===== src/rtl/e84cal_pkg.sv =====
// ============================================================================
// e84cal_pkg
// Types, constants and the microcode table for the day-count to calendar
// date and time-of-day converter.
// ============================================================================
package e84cal_pkg;

    // Field widths
    localparam int DAY_W   = 16;
    localparam int MS_W    = 27;
    localparam int YEAR_W  = 12;
    localparam int MON_W   = 4;
    localparam int DOM_W   = 5;
    localparam int HOUR_W  = 6;
    localparam int MIN_W   = 6;
    localparam int SEC_W   = 6;
    localparam int MSEC_W  = 10;

    // Remaining day number is days + 1, so one bit more than the count
    localparam int DREM_W  = DAY_W + 1;
    localparam int YLEN_W  = 9;
    localparam int Y100_W  = 7;
    localparam int Y400_W  = 9;

    // Calendar constants
    localparam logic [YEAR_W-1:0] BASE_YEAR      = 12'd1984;
    localparam logic [Y100_W-1:0] BASE_YEAR_M100 = 7'd84;
    localparam logic [Y400_W-1:0] BASE_YEAR_M400 = 9'd384;
    localparam logic [Y100_W-1:0] LAST_M100      = 7'd99;
    localparam logic [Y400_W-1:0] LAST_M400      = 9'd399;
    localparam logic [YLEN_W-1:0] DAYS_COMMON    = 9'd365;
    localparam logic [YLEN_W-1:0] DAYS_LEAP      = 9'd366;
    localparam logic [MON_W-1:0]  LAST_MONTH     = 4'd11;

    // Time constants
    localparam logic [MS_W-1:0] MS_PER_HOUR   = 27'd3600000;
    localparam logic [MS_W-1:0] MS_PER_MINUTE = 27'd60000;
    localparam logic [MS_W-1:0] MS_PER_SECOND = 27'd1000;
    localparam logic [MS_W-1:0] MS_PER_DAY    = 27'd86400000;

    // Microcode step addresses
    localparam int STEP_W = 3;
    typedef logic [STEP_W-1:0] t_step;
    localparam t_step STEP_LOAD  = 3'd0;
    localparam t_step STEP_YEAR  = 3'd1;
    localparam t_step STEP_MONTH = 3'd2;
    localparam t_step STEP_HOUR  = 3'd3;
    localparam t_step STEP_MIN   = 3'd4;
    localparam t_step STEP_SEC   = 3'd5;
    localparam t_step STEP_OUT   = 3'd6;

    // Datapath operation of one step
    typedef enum logic [2:0] {
        OP_LOAD,
        OP_YEAR,
        OP_MONTH,
        OP_HOUR,
        OP_MIN,
        OP_SEC,
        OP_OUT
    } t_op;

    // Branch condition of one step
    typedef enum logic [2:0] {
        COND_IN_VALID,
        COND_YEAR_MORE,
        COND_MONTH_MORE,
        COND_HOUR_MORE,
        COND_MIN_MORE,
        COND_SEC_MORE,
        COND_OUT_FREE
    } t_cond;

    // One control word: operation, condition, and both branch targets
    typedef struct packed {
        t_op   op;
        t_cond cond;
        t_step nxt_t;
        t_step nxt_f;
    } t_uword;

    // Program: each loop step repeats itself while its condition holds
    function automatic t_uword ucode_rom(input t_step addr);
        t_uword w;
        unique case (addr)
            STEP_LOAD:  w = '{OP_LOAD,  COND_IN_VALID,   STEP_YEAR,  STEP_LOAD};
            STEP_YEAR:  w = '{OP_YEAR,  COND_YEAR_MORE,  STEP_YEAR,  STEP_MONTH};
            STEP_MONTH: w = '{OP_MONTH, COND_MONTH_MORE, STEP_MONTH, STEP_HOUR};
            STEP_HOUR:  w = '{OP_HOUR,  COND_HOUR_MORE,  STEP_HOUR,  STEP_MIN};
            STEP_MIN:   w = '{OP_MIN,   COND_MIN_MORE,   STEP_MIN,   STEP_SEC};
            STEP_SEC:   w = '{OP_SEC,   COND_SEC_MORE,   STEP_SEC,   STEP_OUT};
            STEP_OUT:   w = '{OP_OUT,   COND_OUT_FREE,   STEP_LOAD,  STEP_OUT};
            default:    w = '{OP_LOAD,  COND_IN_VALID,   STEP_LOAD,  STEP_LOAD};
        endcase
        return w;
    endfunction

    // Month length, January is month 0
    function automatic logic [DOM_W-1:0] month_len(input logic [MON_W-1:0] m,
                                                   input logic leap);
        logic [DOM_W-1:0] len;
        unique case (m)
            4'd0:    len = 5'd31;
            4'd1:    len = leap ? 5'd29 : 5'd28;
            4'd2:    len = 5'd31;
            4'd3:    len = 5'd30;
            4'd4:    len = 5'd31;
            4'd5:    len = 5'd30;
            4'd6:    len = 5'd31;
            4'd7:    len = 5'd31;
            4'd8:    len = 5'd30;
            4'd9:    len = 5'd31;
            4'd10:   len = 5'd30;
            4'd11:   len = 5'd31;
            default: len = 5'd31;
        endcase
        return len;
    endfunction

endpackage


===== src/rtl/epoch_1984_timestamp_to_calendar.sv =====
// The subtract-and-count loops of the microcode sequencer strip whole years
//   past 1984 (up to 179), months into the year (up to 11), hours (up to 37),
//   minutes and seconds (up to 59 each), one per pass. No new request is taken
//   until the last result is in the output register; a new request is taken
//   while a result waits.
// Reset: synchronous, active low; clears the step counter and the output valid.
// ============================================================================
// epoch_1984_timestamp_to_calendar
// Converts a day count since 1984-01-01 and a millisecond-of-day count into
// Gregorian year, month, day, and hour, minute, second, millisecond.
// ============================================================================
module epoch_1984_timestamp_to_calendar (
    input  logic                                i_clk,
    input  logic                                i_rst_n,
    input  logic                                i_valid,
    output logic                                o_ready,
    input  logic [e84cal_pkg::DAY_W-1:0]        i_day_count,
    input  logic [e84cal_pkg::MS_W-1:0]         i_ms_of_day,
    output logic                                o_valid,
    input  logic                                i_ready,
    output logic [e84cal_pkg::YEAR_W-1:0]       o_year,
    output logic [e84cal_pkg::MON_W-1:0]        o_month,
    output logic [e84cal_pkg::DOM_W-1:0]        o_day_of_month,
    output logic [e84cal_pkg::HOUR_W-1:0]       o_hour,
    output logic [e84cal_pkg::MIN_W-1:0]        o_minute,
    output logic [e84cal_pkg::SEC_W-1:0]        o_second,
    output logic [e84cal_pkg::MSEC_W-1:0]       o_millisecond,
    output logic                                o_time_invalid
);

    // Sequencer
    e84cal_pkg::t_step  r_step;
    e84cal_pkg::t_step  n_step;
    e84cal_pkg::t_uword uword;
    logic               cond;

    // Working registers
    logic [e84cal_pkg::DREM_W-1:0] r_day;
    logic [e84cal_pkg::YEAR_W-1:0] r_year;
    logic [e84cal_pkg::Y100_W-1:0] r_ym100;
    logic [e84cal_pkg::Y400_W-1:0] r_ym400;
    logic [e84cal_pkg::MON_W-1:0]  r_month;
    logic [e84cal_pkg::MS_W-1:0]   r_ms;
    logic [e84cal_pkg::HOUR_W-1:0] r_hour;
    logic [e84cal_pkg::MIN_W-1:0]  r_min;
    logic [e84cal_pkg::SEC_W-1:0]  r_sec;
    logic                          r_inval;

    // Output register
    logic                           r_o_valid;
    logic [e84cal_pkg::YEAR_W-1:0]  r_o_year;
    logic [e84cal_pkg::MON_W-1:0]   r_o_month;
    logic [e84cal_pkg::DOM_W-1:0]   r_o_dom;
    logic [e84cal_pkg::HOUR_W-1:0]  r_o_hour;
    logic [e84cal_pkg::MIN_W-1:0]   r_o_min;
    logic [e84cal_pkg::SEC_W-1:0]   r_o_sec;
    logic [e84cal_pkg::MSEC_W-1:0]  r_o_msec;
    logic                           r_o_inval;

    // Datapath helpers
    logic                          leap;
    logic [e84cal_pkg::YLEN_W-1:0] ylen;
    logic [e84cal_pkg::DOM_W-1:0]  mlen;
    logic [e84cal_pkg::DREM_W-1:0] ylen_x;
    logic [e84cal_pkg::DREM_W-1:0] mlen_x;

    // Full leap rule from running mod-100 and mod-400 counters
    assign leap   = (r_year[1:0] == 2'd0) && ((r_ym100 != '0) || (r_ym400 == '0));
    assign ylen   = leap ? e84cal_pkg::DAYS_LEAP : e84cal_pkg::DAYS_COMMON;
    assign mlen   = e84cal_pkg::month_len(r_month, leap);
    assign ylen_x = {{(e84cal_pkg::DREM_W - e84cal_pkg::YLEN_W){1'b0}}, ylen};
    assign mlen_x = {{(e84cal_pkg::DREM_W - e84cal_pkg::DOM_W){1'b0}}, mlen};

    // Control word fetch and branch condition
    always_comb begin
        uword = e84cal_pkg::ucode_rom(r_step);
        unique case (uword.cond)
            e84cal_pkg::COND_IN_VALID:   cond = i_valid;
            e84cal_pkg::COND_YEAR_MORE:  cond = r_day > ylen_x;
            e84cal_pkg::COND_MONTH_MORE: cond = (r_month < e84cal_pkg::LAST_MONTH)
                                                && (r_day > mlen_x);
            e84cal_pkg::COND_HOUR_MORE:  cond = r_ms >= e84cal_pkg::MS_PER_HOUR;
            e84cal_pkg::COND_MIN_MORE:   cond = r_ms >= e84cal_pkg::MS_PER_MINUTE;
            e84cal_pkg::COND_SEC_MORE:   cond = r_ms >= e84cal_pkg::MS_PER_SECOND;
            e84cal_pkg::COND_OUT_FREE:   cond = !r_o_valid || i_ready;
            default:                     cond = 1'b0;
        endcase
        n_step = cond ? uword.nxt_t : uword.nxt_f;
    end

    assign o_ready = (uword.op == e84cal_pkg::OP_LOAD);

    // Step counter
    always_ff @(posedge i_clk) begin
        if (!i_rst_n) begin
            r_step <= e84cal_pkg::STEP_LOAD;
        end else begin
            r_step <= n_step;
        end
    end

    // Datapath: each op acts only when its condition holds
    always_ff @(posedge i_clk) begin
        if (cond) begin
            unique case (uword.op)
                e84cal_pkg::OP_LOAD: begin
                    r_day   <= {1'b0, i_day_count} + 1'b1;
                    r_year  <= e84cal_pkg::BASE_YEAR;
                    r_ym100 <= e84cal_pkg::BASE_YEAR_M100;
                    r_ym400 <= e84cal_pkg::BASE_YEAR_M400;
                    r_month <= '0;
                    r_ms    <= i_ms_of_day;
                    r_hour  <= '0;
                    r_min   <= '0;
                    r_sec   <= '0;
                    r_inval <= i_ms_of_day >= e84cal_pkg::MS_PER_DAY;
                end
                e84cal_pkg::OP_YEAR: begin
                    r_day   <= r_day - ylen_x;
                    r_year  <= r_year + 1'b1;
                    r_ym100 <= (r_ym100 == e84cal_pkg::LAST_M100) ? '0 : r_ym100 + 1'b1;
                    r_ym400 <= (r_ym400 == e84cal_pkg::LAST_M400) ? '0 : r_ym400 + 1'b1;
                end
                e84cal_pkg::OP_MONTH: begin
                    r_day   <= r_day - mlen_x;
                    r_month <= r_month + 1'b1;
                end
                e84cal_pkg::OP_HOUR: begin
                    r_ms   <= r_ms - e84cal_pkg::MS_PER_HOUR;
                    r_hour <= r_hour + 1'b1;
                end
                e84cal_pkg::OP_MIN: begin
                    r_ms  <= r_ms - e84cal_pkg::MS_PER_MINUTE;
                    r_min <= r_min + 1'b1;
                end
                e84cal_pkg::OP_SEC: begin
                    r_ms  <= r_ms - e84cal_pkg::MS_PER_SECOND;
                    r_sec <= r_sec + 1'b1;
                end
                e84cal_pkg::OP_OUT: begin
                    r_o_year  <= r_year;
                    r_o_month <= r_month + 1'b1;
                    r_o_dom   <= r_day[e84cal_pkg::DOM_W-1:0];
                    r_o_hour  <= r_hour;
                    r_o_min   <= r_min;
                    r_o_sec   <= r_sec;
                    r_o_msec  <= r_ms[e84cal_pkg::MSEC_W-1:0];
                    r_o_inval <= r_inval;
                end
                default: begin
                end
            endcase
        end
    end

    // Output valid
    always_ff @(posedge i_clk) begin
        if (!i_rst_n) begin
            r_o_valid <= 1'b0;
        end else if ((uword.op == e84cal_pkg::OP_OUT) && cond) begin
            r_o_valid <= 1'b1;
        end else if (i_ready) begin
            r_o_valid <= 1'b0;
        end
    end

    assign o_valid        = r_o_valid;
    assign o_year         = r_o_year;
    assign o_month        = r_o_month;
    assign o_day_of_month = r_o_dom;
    assign o_hour         = r_o_hour;
    assign o_minute       = r_o_min;
    assign o_second       = r_o_sec;
    assign o_millisecond  = r_o_msec;
    assign o_time_invalid = r_o_inval;

endmodule


===== config.mk =====
export PLATFORM = sky130hd
export DESIGN_NAME = epoch_1984_timestamp_to_calendar
export DESIGN_NICKNAME = d
export VERILOG_FILES = /design/src/rtl/e84cal_pkg.sv /design/src/rtl/epoch_1984_timestamp_to_calendar.sv
export SDC_FILE = /design/constraint.sdc
export NUM_CORES = 1
export LEC_CHECK = 0
export ABC_AREA = 1
export ABC_CLOCK_PERIOD_IN_PS = 7130
export BUFFER_PORTS_ARGS = -buffer_cell sky130_fd_sc_hd__buf_2
export CORE_UTILIZATION = 50
export DETAILED_ROUTE_END_ITERATION = 7
export HOLD_SLACK_MARGIN = 0.1
export PLACE_DENSITY = 0.79
export SETUP_SLACK_MARGIN = 0.05
export SYNTH_ARGS = -nofsm -noshare
export SYNTH_HDL_FRONTEND = slang
export SYNTH_SLANG_ARGS = --single-unit

===== constraint.sdc =====
create_clock -name i_clk -period 7.13 [get_ports i_clk]
set_input_delay 0.713 -clock i_clk [delete_from_list [all_inputs] [get_ports i_clk]]
set_output_delay 0.713 -clock i_clk [all_outputs]
set_load 0.02 [all_outputs]

==> key figures, run 1 <==
Global route
  • Number of antenna violations at the first check in global routing: 1
  • Global-route wire length before repair: 37380 um
  • Vias in the first global route: 7671
  • Overall fraction of global-route tracks in use: 0.2412
  • Largest net degree at the start of global routing: 52
  • Remaining Overflow, GRT: 0

Layout
  • ANT cells: 0
  • Layout cell share with drive strength beyond 1: 0.1526
  • Layout Nets: 1346
  • Synthesis-to-finish area growth: 13.48%
  • Final core utilization: 0.5781
  • Most frequent standard cell in the layout excluding fill and tap cells: nand2_1
  • Top library cells by usage in the layout, fill and taps aside: nand2_1 (247), inv_1 (149), edfxtp_1 (145)

Synth
  • Count of flip-flops with a built-in enable after synthesis: 145
  • Post-Syn Area: 0.009497 mm^2
  • Net count after synthesis: 1251
  • #FFs+latches synth: 149
  • Dominant register cell in the synthesized netlist: edfxtp_1
  • Post-Syn Area per Cell: 8.075 um^2
  • Cell type with the highest aggregate area in the netlist: edfxtp_1
  • Number of warnings printed during yosys synthesis: 0
  • Synth unique cells: 49
  • Post-Synthesis Cells: 1176
  • Fraction of registers with async set/reset: 0
  • Largest cells by area after synthesis: edfxtp_1 (46%), nand2_1 (9.8%), inv_1 (5.9%)
  • Yosys top cell area share: 0.4585
  • Part of the Yosys area used for sequential elements: 0.4669

Die
  • Starting density of the core: 0.5094
  • I/O pin count: 99
  • Standard-cell row count: 50
  • Floorplan die area: 0.01955 mm^2
  • CORE AREA: 0.01864 mm^2
  • Die Width: 139.8 um
  • Die Ht: 139.8 um

Critical path
  • Startpoint Class: flop
  • Signal arrival time at the worst endpoint: 4.17 ns
  • Required time at the worst-slack endpoint: 7.26 ns
  • Endpoint class of the critical path: flop
  • WP buf/inv: 2
  • Setup CP Type: flop to flop
  • Category of cells accounting for the largest share of critical-path delay: simple AND/OR/NAND/NOR gates
  • Cell breakdown of the critical path: nor4_1 -> nand4_1 -> nand4_1 -> and2_1 -> inv_1 -> ha_1 -> nand2_1 -> nand2_1 -> nand2_1 -> nand2_1 -> nand2_1 -> nand3_1 -> nand2_2 -> nand2_4 -> nor2_8 -> nand2_4 -> nor2_8 -> nor2_1 -> buf_4
  • Cell mode on critical path: nand2_1
  • Slowest cell on crit path: nor2_1
  • CP max FO: 29
  • Biggest cell delay along the critical path: 0.72 ns

Power and ir drop
  • PwrDens: 449.8 mW/mm^2
  • Worst VDD drop: 230.2 uV
  • Leakage power total: 4.574 nW
  • Overall Power: 4.848 mW

Clock tree
  • Clock tree from TritonCTS: done
  • CTS clk-pin slew, worst paths: 0.07 ns
  • Number of buffers inserted during clock tree synthesis: 17
  • Number of buffers between clock root and the deepest sink: 2
  • Worst-skew pair later-pin latency: 0.43 ns
  • Number of sinks handled by clock tree synthesis: 149
  • Post-CTS setup buffer count: 0
  • CTS-repair resized insts: 0
  • Buffer type at the clock tree root: clkbuf_16
  • CTS HTree Levels: 4
  • Hold Buf Count CTS: 0

Placement
  • Number of I/O port buffers: 98
  • Placed wire-length estimate: 16830 um
  • RD Place Congestion: 1.006
  • Post-place setup slack: 3.070 ns

Timing
  • Slew Viols, Final: 0
  • Post-Route Hold Slack: 0.4307 ns
  • Sum of negative setup slack: 0 ns
  • Worst slew margin: 0.3673
  • Worst Max-Slew Pin Slew: 0.9456 ns
  • RSZ-0062 raised after global routing: no
  • Crit path setup slack, layout: 3.087 ns
  • Endpoints failing hold: 0
  • Clock skew: 0.01538 ns
  • Portion of the clock cycle consumed by the worst path in the final layout: 0.5670
  • Fin crit period: 4.043 ns
  • Number of setup violations in the final report: 0
  • Peak clock frequency supported by timing: 247.4 MHz

Detailed routing
  • Number of detailed-route iterations in the first pass: 8
  • Count of antenna-violating nets left after detailed routing: 0
  • Average routed wire per standard cell: 15.46 um
  • Total detailed-routing wirelength: 23460 um
  • Post-detailed-route via-to-cell ratio: 5.618
  • Number of DRC violations after detailed routing: 1
  • Total via count in the routed design: 8528
  • Number of design-rule violations left by the first detailed-router iteration: 885

Job
  • Max Cap Viol: 0

Min path
  • Worst hold path class: flop to flop

Outcome
  • Violated checks: design-rule violations
  • Outcome: finished, violations left
## power breakdown
part | leakage (nW) | internal, mW | switching (mW) | total, mW
clock | 0.292 | 0.554 | 0.374 | 0.929
combinational | 2.90 | 0.601 | 1.47 | 2.07
sequential | 1.38 | 1.48 | 0.365 | 1.85
total | 4.57 | 2.64 | 2.21 | 4.85
## Yosys cell counts (13+ instances only)
library cell,number
a21oi_1,66
buf_2,13
nand3_1,106
edfxtp_1,145
ha_1,26
inv_2,19
nand2_1,247
nand4_1,34
nor2_1,134
inv_1,149
nor3_1,28
o21ai_1,13
o21ai_0,73
nor2_2,17
## sequential cells by signal (all words and copies together) (netlist names), 5 cells and up
name	count
r_ms	27
r_day	17
o_year	12
r_year	12
o_millisecond	10
r_ym400	9
r_ym100	7
o_hour	6
o_minute	6
o_second	6
r_hour	6
r_min	6
r_sec	6
o_day_of_month	5
## area by class of cell
cell class                      instances  area (um^2)
Timing Repair Buffer                  101        513.0
Multi-Input combinational cell        834         4303
Clock inverter                         14        173.9
Fill cell                            1656         7866
Tap cell                              234        292.8
Inverter                              168        630.6
Clock buffer                           18        429.2
Sequential cell                       149         4434
## stage by stage
| step | std cells | area [um^2] |
|---|---|---|
| after floorplan | 1176 | 9497 |
| final | 1518 | 10780 |
| after global placement | 1486 | 10170 |
| after global routing | 1518 | 10780 |
| after detailed placement | 1486 | 10170 |
| after CTS | 1518 | 10780 |
## cell families (layout without fill, tap and decap cells)
| kind of cell | after synthesis | after routing | synth area share |
|---|---|---|---|
| adder cells (fa/ha/maj) | 28 | 28 | 0.03847 |
| AND/OR/NAND/NOR | 603 | 603 | 0.2901 |
| AO/OA/AOI/OAI | 187 | 187 | 0.1090 |
| buffers and inverters | 193 | 301 | 0.08076 |
| flip-flops | 149 | 149 | 0.4669 |
| XOR/XNOR | 16 | 16 | 0.01476 |
## routing by layer
layer	part of all wire	up-vias	track usage	routed length (um)
li1	-	4178	-	-
met1	0.45	3927	0.3321	10480
met2	0.45	374	0.3811	10570
met3	0.083	47	0.05024	1954
met4	0.019	2	0.07634	448
met5	0.00072	-	0	17
## path summary, 6_finish.rpt
kind / slack (ns) / to / start / depth (start not counted)
setup / recovery: 3.09 / r_ms[7] / r_ym400[2] / 19
setup reg to reg: 3.09 / r_ms[7] / r_ym400[2] / 19
hold / removal: 0.43 / o_time_invalid / r_inval / 0
hold reg to reg: 0.43 / o_time_invalid / r_inval / 0
## worst register-to-register path, cell delays in order (launching register included)
cell	delay (ns)
edfxtp_1	0.45
nor4_1	0.28
nand4_1	0.12
nand4_1	0.08
and2_1	0.19
inv_1	0.10
ha_1	0.30
nand2_1	0.05
nand2_1	0.08
nand2_1	0.07
nand2_1	0.14
nand2_1	0.09
nand3_1	0.09
nand2_2	0.07
nand2_4	0.35
nor2_8	0.06
nand2_4	0.09
nor2_8	0.05
nor2_1	0.72
buf_4	0.36
Power figures use the tool's default switching activity.
==> inputs of run 2 (changes only) <==
--- a/config.mk
+++ b/config.mk
@@ -6,7 +6,7 @@
 export NUM_CORES = 1
 export LEC_CHECK = 0
 export ABC_AREA = 1
-export ABC_CLOCK_PERIOD_IN_PS = 7130
+export ABC_CLOCK_PERIOD_IN_PS = 4000
 export BUFFER_PORTS_ARGS = -buffer_cell sky130_fd_sc_hd__buf_2
 export CORE_UTILIZATION = 50
 export DETAILED_ROUTE_END_ITERATION = 7
==> constraint.sdc (replaced) <==
create_clock -name i_clk -period 4 [get_ports i_clk]
set_input_delay 0.4 -clock i_clk [delete_from_list [all_inputs] [get_ports i_clk]]
set_output_delay 0.4 -clock i_clk [all_outputs]
set_load 0.02 [all_outputs]
==> run 2 against run 1 <==
Against the previous run:
- the flow still finishes with violations (design-rule violations)
- non-clock buffer count increased by 2
- clock-buffer cell count decreased by 1
- core utilization decreased by 0.18 points
- die area unchanged
- global-route usage increased by 0.17 points
- cell area decreased by 0.31%
- highest routed layer unchanged
- register-to-register slack got worse by 2.4 ns
- power increased by 76%
- sequential share of layout area increased by 0.13 points
- sequential power increased by 78%
- via count about the same
==> key figures, run 2 (same netlist as run 1, synthesis figures left out) <==
Layout
  • Final standard cell count with taps included and fillers excluded: 1520
  • Reg with most FFs: r_ms
  • Most frequent standard cell in the layout excluding fill and tap cells: nand2_1
  • Leading registers by flop count: r_ms (27), r_day (17)
  • Number of flip-flops in the largest register: 27
  • Layout Nets: 1348
  • ANT cells: 0
  • Fill cells: 1663
  • Top library cells by usage in the layout, fill and taps aside: nand2_1 (247), inv_1 (149), edfxtp_1 (145)
  • Synthesis-to-finish area growth: 13.12%
  • Multi-input combinational cell area: 0.004303 mm^2
  • Sequential Area: 0.004434 mm^2
  • Layout cell share with drive strength beyond 1: 0.1540

Die
  • Die Ht: 139.8 um
  • CORE AREA: 0.01864 mm^2
  • Floorplan die area: 0.01955 mm^2
  • I/O pin count: 99
  • Standard-cell row count: 50
  • Starting density of the core: 0.5094
  • Die Width: 139.8 um

Critical path
  • Cell breakdown of the critical path: nor4_1 -> nand4_1 -> nand4_1 -> and2_1 -> inv_1 -> ha_1 -> nand2_1 -> nand2_1 -> nand2_1 -> nand2_1 -> nand2_1 -> nand3_1 -> nand2_2 -> nand2_4 -> nor2_8 -> nand2_4 -> nor2_8 -> a21oi_1
  • Destination of the worst register-to-register timing path: r_hour[0]
  • CP max FO: 10
  • Required time at the worst-slack endpoint: 4.06 ns
  • Setup CP Type: flop to flop
  • Cell mode on critical path: nand2_1
  • Signal arrival time at the worst endpoint: 3.36 ns
  • Startpoint of the lowest-slack register-to-register path: r_ym400[2]
  • Category of cells accounting for the largest share of critical-path delay: simple AND/OR/NAND/NOR gates
  • Startpoint Class: flop
  • WP buf/inv: 1
  • Cell depth of the worst flop-to-flop path: 18
  • Slowest cell on crit path: a21oi_1
  • Biggest cell delay along the critical path: 0.52 ns
  • Slack of the worst reg-to-reg path: 0.70 ns
  • Endpoint class of the critical path: flop

Min path
  • HP Start: i_rst_n
  • WHS Endpoint: o_valid
  • Worst hold path class: primary input to flop
  • Hold Crit Depth: 2

Timing
  • Number of setup violations in the final report: 0
  • Fin crit period: 3.297 ns
  • RSZ-0062 raised after global routing: no
  • Peak clock frequency supported by timing: 303.3 MHz
  • Crit path setup slack, layout: 0.7031 ns
  • Portion of the clock cycle consumed by the worst path in the final layout: 0.8242
  • Worst slew margin: 0.5498
  • Slew Viols, Final: 0
  • Sum of negative setup slack: 0 ns
  • Post-Route Hold Slack: 0.2374 ns
  • Worst Max-Slew Pin Slew: 0.6746 ns
  • Endpoints failing hold: 0
  • Clock skew: 0.01148 ns

Global route
  • Vias in the first global route: 7786
  • Global-route wire length before repair: 37660 um
  • Overall fraction of global-route tracks in use: 0.2429
  • Largest net degree at the start of global routing: 52
  • Number of antenna violations at the first check in global routing: 1
  • Remaining Overflow, GRT: 0

Clock tree
  • Number of sinks handled by clock tree synthesis: 149
  • Number of buffers inserted during clock tree synthesis: 17
  • Number of buffers between clock root and the deepest sink: 2
  • Clock tree from TritonCTS: done
  • Post-CTS setup buffer count: 0
  • CTS HTree Levels: 4
  • Hold Buf Count CTS: 0
  • Buffer type at the clock tree root: clkbuf_16
  • CTS clk-pin slew, worst paths: 0.06 ns
  • Worst-skew pair later-pin latency: 0.43 ns
  • CTS-repair resized insts: 0

Detailed routing
  • Number of design-rule violations left by the first detailed-router iteration: 1004
  • Post-detailed-route via-to-cell ratio: 5.612
  • Number of detailed-route iterations in the first pass: 8
  • Number of DRC violations after detailed routing: 1
  • Total detailed-routing wirelength: 23540 um
  • Total via count in the routed design: 8530
  • Count of antenna-violating nets left after detailed routing: 0
  • Average routed wire per standard cell: 15.49 um

Placement
  • DP Cell Count: 1488
  • Number of I/O port buffers: 98
  • RD Place Congestion: 0.9418
  • Post-place setup slack: 0.7741 ns
  • Placed wire-length estimate: 17080 um

Outcome
  • Outcome: finished, violations left
  • Violated checks: design-rule violations

Job
  • Max Cap Viol: 0

Power and ir drop
  • PwrDens: 793.4 mW/mm^2
  • Worst VDD drop: 397.3 uV
  • Leakage power total: 4.551 nW
  • Overall Power: 8.523 mW
==> run 2: changes by cell type in the layout (fill, tap and decap cells not counted), sizes merged <==
| cell | previous run | this run |
|---|---|---|
| clkinvlp | 1 | 4 |
| buf | 101 | 103 |
| bufinv | 3 | 1 |
| clkbuf | 18 | 17 |
==> run 2: area by class of cell <==
type,count,share of cell area
clock buffers,17,0.03960
repair buffers,103,0.04915
clock inverters,15,0.01200
flip-flops and latches,149,0.4128
inverters,168,0.05870
well taps,234,0.02725
multi-input cells,834,0.4005
==> run 2: per-stage QoR <==
stage                     utilization  cell area [um^2]
after floorplan                     -              9499
after global placement         0.5465             10190
after detailed placement       0.5465             10190
after CTS                      0.5762             10740
after global routing           0.5762             10740
final                          0.5762             10740
==> run 2: layer usage <==
metal	track usage	wire length (um)	vias to the layer above
met5	0	13	-
met4	0.09196	534	2
met3	0.04714	1883	51
met2	0.3816	10630	415
met1	0.3327	10480	3872
li1	-	-	4190
==> run 2: worst max path at each step <==
stage	start	endpoint	slack, ns	cells after the start
floorplan	r_step[2]	r_ms[10]	0.21	9
global placement	r_ym400[2]	r_hour[5]	0.89	18
detailed placement	r_ym400[2]	r_hour[5]	0.77	18
CTS	r_ym400[2]	r_hour[0]	0.71	18
global route	r_ym400[2]	r_hour[1]	0.47	18
finish	r_ym400[2]	r_hour[0]	0.70	18
==> run 2: power by group <==
group / total [mW] / internal [mW] / switching [mW]
clock: 1.54 / 0.856 / 0.679
sequential: 3.29 / 2.64 / 0.651
combinational: 3.70 / 1.09 / 2.60
total: 8.52 / 4.59 / 3.93
==> inputs of run 3 (changes only) <==
--- a/config.mk
+++ b/config.mk
@@ -5,13 +5,13 @@
 export SDC_FILE = /design/constraint.sdc
 export NUM_CORES = 1
 export LEC_CHECK = 0
-export ABC_AREA = 1
-export ABC_CLOCK_PERIOD_IN_PS = 4000
+export ABC_AREA = 0
+export ABC_CLOCK_PERIOD_IN_PS = 2850
 export BUFFER_PORTS_ARGS = -buffer_cell sky130_fd_sc_hd__buf_2
 export CORE_UTILIZATION = 50
 export DETAILED_ROUTE_END_ITERATION = 7
 export HOLD_SLACK_MARGIN = 0.1
-export PLACE_DENSITY = 0.79
+export PLACE_DENSITY = 0.82
 export SETUP_SLACK_MARGIN = 0.05
 export SYNTH_ARGS = -nofsm -noshare
 export SYNTH_HDL_FRONTEND = slang
==> constraint.sdc (replaced) <==
create_clock -name i_clk -period 2.85 [get_ports i_clk]
set_input_delay 0.285 -clock i_clk [delete_from_list [all_inputs] [get_ports i_clk]]
set_output_delay 0.285 -clock i_clk [all_outputs]
set_load 0.02 [all_outputs]
==> run 3 against run 2 <==
Against the previous run:
- the run ends with negative setup slack left
- die area down 6.0%
- synthesized cell count shrank 24%
- final cell count decreased by 13%
- sequential cell count stayed put
==> key figures, run 3 <==
Layout
  • Final core utilization: 0.6605
  • Reg with most FFs: r_ms
  • Layout cell share with drive strength beyond 1: 0.2927
  • ANT cells: 0
  • Fill cells: 1239
  • Top library cells by usage in the layout, fill and taps aside: edfxtp_1 (145), buf_2 (98), buf_4 (98)
  • Leading registers by flop count: r_ms (27), r_day (17)
  • Number of flip-flops in the largest register: 27
  • Most frequent standard cell in the layout excluding fill and tap cells: edfxtp_1
  • Synthesis-to-finish area growth: 28.57%
  • Layout Nets: 1152
  • Final standard cell count with taps included and fillers excluded: 1315
  • Layout Cell Area excl Fill: 0.01146 mm^2

Clock tree
  • Number of buffers between clock root and the deepest sink: 2
  • Number of buffers inserted during clock tree synthesis: 17
  • Clock tree from TritonCTS: done
  • CTS clk-pin slew, worst paths: 0.07 ns
  • Number of sinks handled by clock tree synthesis: 149
  • Worst-skew pair later-pin latency: 0.43 ns
  • Buffer type at the clock tree root: clkbuf_16
  • Hold Buf Count CTS: 0
  • CTS HTree Levels: 4

Job
  • Max Cap Viol: 0

Power and ir drop
  • Overall Power: 13.40 mW
  • Leakage power total: 4.332 nW
  • Seq pwr share: 0.315
  • Relative contribution of combinational cells to total power: 0.529
  • Switching part of the total power: 0.4183
  • Worst VDD drop: 704.7 uV
  • Net switching power: 5.605 mW
  • Clock network fraction of design power: 0.156
  • PwrDens: 1169 mW/mm^2
  • Internal power: 7.795 mW

Timing
  • Number of setup violations in the final report: 81
  • Fin crit period: 3.357 ns
  • Clock skew: 0.008878 ns
  • Worst slew margin: 0.5434
  • RSZ-0062 raised after global routing: yes
  • Endpoints failing hold: 0
  • Worst Max-Slew Pin Slew: 0.6824 ns
  • Slew Viols, Final: 0
  • Peak clock frequency supported by timing: 297.8 MHz
  • Crit path setup slack, layout: -0.5075 ns
  • Portion of the clock cycle consumed by the worst path in the final layout: 1.178

Synth
  • Largest cells by area after synthesis: edfxtp_1 (49%), xnor2_1 (4.4%), nor2_1 (4.2%)
  • Cell type with the highest aggregate area in the netlist: edfxtp_1
  • Dominant combinational cell family by area after synthesis: simple AND/OR/NAND/NOR gates
  • Synth unique cells: 69
  • Count of flip-flops with a built-in enable after synthesis: 145
  • Post-synthesis compound-gate area fraction: 0.1558
  • Net count after synthesis: 967
  • Part of the Yosys area used for sequential elements: 0.4973
  • Most frequent cell after synthesis: edfxtp_1
  • #FFs+latches synth: 149
  • Number of warnings printed during yosys synthesis: 0
  • Dominant register cell in the synthesized netlist: edfxtp_1
  • Post-synth top cells: edfxtp_1 (145), nor2_1 (99), nand2_1 (78)
  • Proportion of synthesized area in mux cells: 0.003368
  • Post-Syn Area per Cell: 9.996 um^2
  • Simple-gate area share of the yosys netlist: 0.1868
  • Area share of fa/ha/maj cells after synthesis: 0.04098
  • Post-Synthesis Cells: 892
  • Fraction of registers with async set/reset: 0
  • Post-Syn Area: 0.008916 mm^2
  • Yosys top cell area share: 0.4884
  • Synthesized-area fraction occupied by xor and xnor cells: 0.07662

Placement
  • Post-place setup slack: -0.3677 ns
  • Placed wire-length estimate: 16550 um
  • DP Cell Count: 1267
  • RD Place Congestion: 0.8985
  • Instance area after placement: 0.01034 mm^2
  • Number of I/O port buffers: 98

Die
  • I/O pin count: 99
  • Die Width: 135.5 um
  • Floorplan die area: 0.01837 mm^2
  • Die Ht: 135.5 um
  • Standard-cell row count: 48
  • CORE AREA: 0.01736 mm^2
  • Starting density of the core: 0.5137

Global route
  • Largest net degree at the start of global routing: 51
  • Vias in the first global route: 7589
  • Remaining Overflow, GRT: 0
  • Global-route wire length before repair: 38520 um
  • Overall fraction of global-route tracks in use: 0.2732
  • Number of antenna violations at the first check in global routing: 0

Critical path
  • Startpoint Class: flop
  • Biggest cell delay along the critical path: 0.41 ns
  • Setup CP Type: flop to flop
  • WP buf/inv: 2
  • Slack of the worst reg-to-reg path: -0.51 ns
  • Cell breakdown of the critical path: nor4_2 -> nand3_1 -> nand4_1 -> nand2_2 -> nor2_4 -> nor2_2 -> nor2_1 -> ha_2 -> a221oi_4 -> o311ai_4 -> nand3_4 -> nor3_4 -> buf_6 -> a211oi_4 -> buf_12
  • CP max FO: 20
  • Category of cells accounting for the largest share of critical-path delay: simple AND/OR/NAND/NOR gates
  • Required time at the worst-slack endpoint: 2.98 ns
  • Startpoint of the worst setup timing path: r_ym400[8]
  • Signal arrival time at the worst endpoint: 3.49 ns
  • Startpoint of the lowest-slack register-to-register path: r_ym400[8]
  • Endpoint class of the critical path: flop
  • Slowest cell on crit path: edfxtp_1

Detailed routing
  • Number of detailed-route iterations in the first pass: 6
  • Number of DRC violations after detailed routing: 0
  • Total detailed-routing wirelength: 25490 um
  • Count of antenna-violating nets left after detailed routing: 0
  • Number of design-rule violations left by the first detailed-router iteration: 869
  • Total via count in the routed design: 8141
  • Average routed wire per standard cell: 19.38 um
  • Post-detailed-route via-to-cell ratio: 6.191

Min path
  • Worst hold path class: primary input to flop
  • HP Start: i_rst_n

Outcome
  • Violated checks: negative setup slack
  • Outcome: finished, violations left
## run 3: cell types whose count changed in the layout (fill, tap and decap cells not counted), moves of 16 or more
cell,before,now
a21oi_1,66,44
and3_1,0,21
buf_4,5,98
inv_1,149,36
inv_2,19,1
nand2_1,247,73
nand3_1,106,37
nand4_1,34,12
nor2_1,133,94
nor2_2,17,1
o21ai_0,73,39
xnor2_1,7,45
xor2_1,9,33
## run 3: stage by stage
step                      TNS, ns  hold WS, ns
after global placement     -10.40       0.4324
final                      -27.31       0.1365
after detailed placement   -14.00       0.4532
after CTS                  -14.41       0.1216
after global routing       -43.18       0.1436
after floorplan            -13.75       0.4003
## run 3: power by group through the flow
stage | clock network [mW] | logic [mW] | registers [mW]
after floorplan | 0 | 3.62 | 4.08
after global placement | 0 | 5.49 | 4.15
after detailed placement | 0 | 5.67 | 4.19
after CTS | 2.10 | 6.31 | 4.17
after global routing | 2.19 | 7.56 | 4.29
final | 2.09 | 7.09 | 4.22
## run 3: worst paths after layout
check | end | cells past startpoint
setup / recovery | r_ms[24] | 15
hold / removal | r_step[0] | 3
setup reg to reg | r_ms[24] | 15
hold reg to reg | o_day_of_month[0] | 0
## run 3: cell families after synthesis
group	after synthesis
DFF	149
and+or+nand+nor	338
adders and majority gates	28
xor gates and xnor gates	78
AOI/OAI and AO/OA	208
buffers and inverters	88
muxes	3
## run 3: metal layers
metal / vias to the layer above / track usage / part of all wire
li1: 3673 / - / -
met1: 3798 / 0.3456 / 0.38
met2: 537 / 0.4470 / 0.48
met3: 133 / 0.04527 / 0.089
met4: 0 / 0.1498 / 0.050
met5: - / 0 / 0
## run 3: repair_timing
| action | 4_1_cts | 5_1_grt |
|---|---|---|
| buffers inserted | 11 | 8 |
| setup endpoints to repair | 81 | 110 |
| cloned | 0 | 2 |
| gates resized for setup | 66 | 33 |
| pin swaps | 23 | 15 |
## run 3: area by class of cell
type                            count  area (um^2)  share of cell area
Sequential cell                   149         4434              0.3868
Clock buffer                       17        425.4             0.03711
Multi-Input combinational cell    655         4539              0.3960
Tap cell                          225        281.5             0.02456
Clock inverter                     15        118.9             0.01037
Inverter                           37        138.9             0.01212
Timing Repair Buffer              217         1525              0.1330
## run 3: tightest hold or removal path, delay by kind of cell
| family | cells | cell delay [ns] |
|---|---|---|
| buf+inv | 1 | 0.13 |
| compound gates | 2 | 0.10 |
